### src/rtl/core/bsr_div.sv
// pipelined restoring divider, one quotient bit per stage
`timescale 1ns / 1ps
module bsr_div #(
    parameter int NUM_W = 16,
    parameter int DEN_W = 10,
    parameter int Q_W   = 6
) (
    input  logic             i_clk,
    input  logic             i_en,
    input  logic [NUM_W-1:0] i_num,
    input  logic [DEN_W-1:0] i_den,
    output logic [Q_W-1:0]   o_quo,
    output logic [NUM_W-1:0] o_rem
);

    localparam int CW = NUM_W + DEN_W + Q_W;

    logic [NUM_W-1:0] r_rem [Q_W];
    logic [Q_W-1:0]   r_quo [Q_W];
    logic [DEN_W-1:0] r_den [Q_W-1];

    for (genvar k = 0; k < Q_W; k++) begin : g_stg
        localparam int B = Q_W - 1 - k;
        logic [NUM_W-1:0] rem_in;
        logic [Q_W-1:0]   quo_in;
        logic [DEN_W-1:0] den_in;
        logic [CW-1:0]    shifted;
        logic             ge;

        // stage inputs
        if (k == 0) begin : g_first
            assign rem_in = i_num;
            assign quo_in = '0;
            assign den_in = i_den;
        end else begin : g_next
            assign rem_in = r_rem[k-1];
            assign quo_in = r_quo[k-1];
            assign den_in = r_den[k-1];
        end

        // trial subtract of the shifted divisor
        assign shifted = CW'(den_in) << B;
        assign ge      = CW'(rem_in) >= shifted;

        always_ff @(posedge i_clk) begin
            if (i_en) begin
                r_rem[k] <= ge ? NUM_W'(CW'(rem_in) - shifted) : rem_in;
                r_quo[k] <= quo_in | (ge ? (Q_W'(1) << B) : Q_W'(0));
            end
        end

        // divisor follows the beat into the next stage
        if (k < Q_W - 1) begin : g_den
            always_ff @(posedge i_clk) begin
                if (i_en) begin
                    r_den[k] <= den_in;
                end
            end
        end
    end

    assign o_quo = r_quo[Q_W-1];
    assign o_rem = r_rem[Q_W-1];

endmodule

### config.mk
export PLATFORM = sky130hd
export DESIGN_NAME = bsr_div
export DESIGN_NICKNAME = d
export VERILOG_FILES = /design/src/rtl/core/bsr_div.sv
export SDC_FILE = /design/constraint.sdc
export NUM_CORES = 1
export LEC_CHECK = 0
export ABC_AREA = 1
export CORE_MARGIN = 5
export CORE_UTILIZATION = 55
export DETAILED_ROUTE_END_ITERATION = 16
export DONT_BUFFER_PORTS = 1
export PLACE_DENSITY_LB_ADDON = 0.15
export SETUP_SLACK_MARGIN = 0.4
export SYNTH_ARGS = -nofsm -noshare
export SYNTH_HDL_FRONTEND = slang
export SYNTH_SLANG_ARGS = --single-unit
### constraint.sdc
create_clock -name i_clk -period 2.7 [get_ports i_clk]
set_input_delay 0.27 -clock i_clk [delete_from_list [all_inputs] [get_ports i_clk]]
set_output_delay 0.27 -clock i_clk [all_outputs]
set_load 0.01 [all_outputs]
==> results.md <==
Drt:
- The detailed router placed 7,965 vias in this run.
- Dividing the detail-routed wire length by the instance count gives 14.1 um.
- The number of detailed-route iterations in the first pass is 5.
- The routed wire length is 22,100 um.
- The number of vias per cell is 5.09.
- The detail route stage leaves a number of antenna-violating nets equal to 0.
- The remaining routing DRC violations is 0.
- In this run, the number of DRC markers left after iteration 0 of detailed routing was 479.

Global route:
- Entering global routing, the biggest net connects 168 pins.
- The via count of the first global-routing pass was 8,059.
- The first global-routing pass estimated 36,600 um of wire.
- The overall overflow remaining after global route is 0.
- The number of antenna violations at the first check in global routing is 0.
- The global routing usage summed across all routing layers is 0.209.

Placement:
- The routability-driven placement congestion ratio is 0.909.
- The number of placed instances, taps included, is 1,511.
- The HPWL after detailed placement is 17,100 um.
- The count of buffers added on input and output ports is 0.

STA:
- After routing, the total negative slack on setup checks comes to 0 ns.
- On the final layout, the worst clock skew is 0.00786 ns.
- The transition at the pin with the smallest max-transition slack is 0.932 ns.
- Setup repair after global routing left no endpoint under its margin.
- The top achievable clock speed is 464 MHz.
- The worst pin sits at a relative slew slack of 0.377.
- The hold slack is -0.00882 ns.
- The part of the cycle the worst path needs is 0.799.
- The count of final hold-check violations is 2.
- Setup violations remaining at the end of the flow were counted as 0.
- The worst path in the final design needs a cycle of 2.16 ns, including I/O delays and setup.
- The final count of pins violating max slew was 0.

Critical path:
- The signal on the critical path passes through ha_1 -> fa_1 -> inv_1 -> a21oi_2 -> nand2_1 -> nand3_1 -> nand2_4 -> inv_2 -> nand2_1 -> nand2_1.
- The largest delay contributor family on the critical path is adder cells.
- Together, buffers and inverters on the worst path number 2.
- The highest-delay cell along the critical path is edfxtp_1.
- The critical path class is reg2reg.
- The critical path capture point type is a flip-flop.
- The library cell appearing most often on the critical path is nand2_1.
- STA puts the critical path data required time at 2.88 ns.
- The largest single stage delay on the critical path is 0.42 ns.
- Along the worst path, the maximum fanout reaches 14.
- STA classifies the critical path startpoint as a flip-flop.
- The data arrival time at the worst-slack endpoint is 2.34 ns.
- The reg2reg setup slack is 0.54 ns.

Flow run:
- Max-cap violations in this run came to 0.

Clock tree:
- The H-tree level count is 4.
- The clock buffer count from CTS is 17.
- The deepest clock path buffer count is 2.
- TritonCTS built the clock tree.
- The tree is rooted in a clkbuf_16.
- Clock-pin slew was measured on the worst setup and hold paths at 0.07 ns.
- The number of sinks on the clock net is 167.
- The clock network latency to the later pin of the worst-skew pair is 0.43 ns.

Floorplanning:
- The floorplan step defined a die boundary enclosing 22,000 um^2.
- The core region is 18,800 um^2.
- Measured along the y axis, the die boundary spans 148 um.
- For this configuration, the core starts out at a cell density of 0.561.
- The I/O pin total is 50.
- From left edge to right edge, the die measures 148 um.
- In this run the core area contains 50 standard-cell rows.

Yosys:
- The synthesized netlist net count is 1,382.
- The post-synthesis cell count is 1,288.
- In this run, distinct cell masters in the synthesized netlist total 39.
- The cell area after synthesis is 10,500 um^2.
- The average size of a mapped cell is 8.17 um^2.
- After synthesis the netlist holds a flip-flop and latch count of 167.
- Of the synthesized area, sequential elements account for 0.477.
- The number of warnings reported in the yosys synthesis log is 0.

Power and ir drop:
- The power per cell area is 849 nW/um^2.
- The analysis attributes to cell leakage a power of 5.64 nW.
- The peak ir drop on the vdd network is 0.549 mV.

Layout:
- The top cell types in the final layout, fill and taps aside, are 465 x nand2_1, 246 x inv_1, 167 x edfxtp_1, 90 x nand3_1, 81 x nor2_1.
- Of the cells placed in the final design, the portion with a size suffix greater than 1 is 0.0691.
- The number of standard cells in the final layout excluding fillers is 1,566.
- The most common cell after layout, fill and taps aside is nand2_1.
- The total number of nets in the final design is 1,413.
- The layout-stage area growth over the synthesis result is 10.3%.
- The repair_antennas step left the layout with diodes totalling 0.

Hold path:
- The kind of path behind the tightest hold check is in2reg.

Status:
- The final reports fail on hold timing.
- The run finished, with violations left.
==> flip-flops by register name, indices dropped and copies added (netlist names) <==
| register | cells |
|---|---|
| r_den | 50 |
| r_rem | 96 |
| r_quo | 21 |
==> what timing repair did <==
action	CTS	global route
setup buffers	0	7
gates resized for setup	2	8
pin swaps	0	1
hold endpoints to repair	156	21
hold buffers	15	1
setup endpoints to repair	15	44
==> where the power goes <==
part / switching [mW] / internal (mW)
clock: 1.09 / 1.41
sequential: 0.328 / 3.55
combinational: 2.20 / 1.27
total: 3.61 / 6.23
==> metal layers <==
layer	global-route usage	vias to the layer above	part of all wire
met5	0	-	0
met4	0.0901	0	0.037
met3	0.0417	55	0.030
met2	0.427	148	0.56
met1	0.198	3599	0.37
li1	-	4163	-
==> synthesized netlist by cell type <==
master / instances / area share
o21bai_1: 1 / 0.00071
nor2_1: 82 / 0.029
and2_1: 1 / 0.00060
nand4_2: 1 / 0.0012
nor3b_1: 1 / 0.00071
nand4_1: 23 / 0.014
ha_1: 60 / 0.071
nor3_1: 4 / 0.0019
nand3b_1: 1 / 0.00071
a21o_1: 1 / 0.00071
clkbuf_2: 1 / 0.00048
nand2_2: 4 / 0.0024
inv_1: 246 / 0.088
nor3_2: 1 / 0.00095
nand3_2: 5 / 0.0048
inv_2: 6 / 0.0021
edfxtp_1: 167 / 0.48
nor2_2: 3 / 0.0018
clkbuf_1: 1 / 0.00036
a21oi_2: 16 / 0.013
nand2_4: 1 / 0.0011
and3_1: 1 / 0.00060
o21ai_2: 5 / 0.0042
nand3_1: 91 / 0.043
a21boi_0: 1 / 0.00071
o21ai_0: 14 / 0.0067
buf_2: 1 / 0.00048
or2_2: 3 / 0.0018
a21boi_2: 1 / 0.0011
nor2_4: 1 / 0.0011
nand2_1: 466 / 0.17
o21ai_1: 1 / 0.00048
fa_1: 6 / 0.011
clkinv_1: 1 / 0.00036
buf_6: 9 / 0.0096
a21oi_1: 31 / 0.015
xnor2_1: 8 / 0.0067
inv_4: 1 / 0.00060
xor2_1: 21 / 0.017
==> worst register-to-register path, delay by kind of cell (launching register included) <==
| family | cells | cell delay, ns |
|---|---|---|
| AOI/OAI and AO/OA | 1 | 0.09 |
| and+or+nand+nor | 5 | 0.50 |
| DFF | 1 | 0.42 |
| buffers and inverters | 2 | 0.23 |
| adders and majority gates | 2 | 0.66 |
==> cells by family after synthesis <==
group                      after synthesis  synth area share
AOI/OAI and AO/OA                       71            0.0426
xor gates and xnor gates                29            0.0241
adders and majority gates               66            0.0828
buffers and inverters                  266             0.102
DFF                                    167             0.477
and+or+nand+nor                        689             0.272
==> worst paths after layout <==
check | start | endpoint | cells past startpoint
worst max register to register | r_den[0][0] | r_rem[1][11] | 10
worst min register to register | r_quo[0][5] | r_quo[1][5] | 0
worst max-delay path | r_den[0][0] | r_rem[1][11] | 10
worst min-delay path | i_en | r_rem[2][15] | 0
==> final cells by class <==
cell class / instances / area [um^2]
fill: 1628 / 7170
sequential: 167 / 5010
multi-input combinational: 855 / 4490
inverter: 254 / 958
clock buffer: 18 / 429
tap: 234 / 293
timing repair buffer: 24 / 233
clock inverter: 14 / 183
==> through the flow <==
step	instance area [um^2]	hold WS, ns	power [mW]	setup slack [ns]	util
after global placement	10700	0.369	7.24	0.346	0.570
after global routing	11600	-0.0382	10.6	0.398	0.618
after detailed placement	10700	0.369	7.31	0.321	0.570
after CTS	11500	-0.0371	9.84	0.422	0.612
final	11600	-0.00882	9.85	0.543	0.618
after floorplan	10500	0.369	6.57	0.750	-
Note: power is estimated with default switching activity, not from simulation.
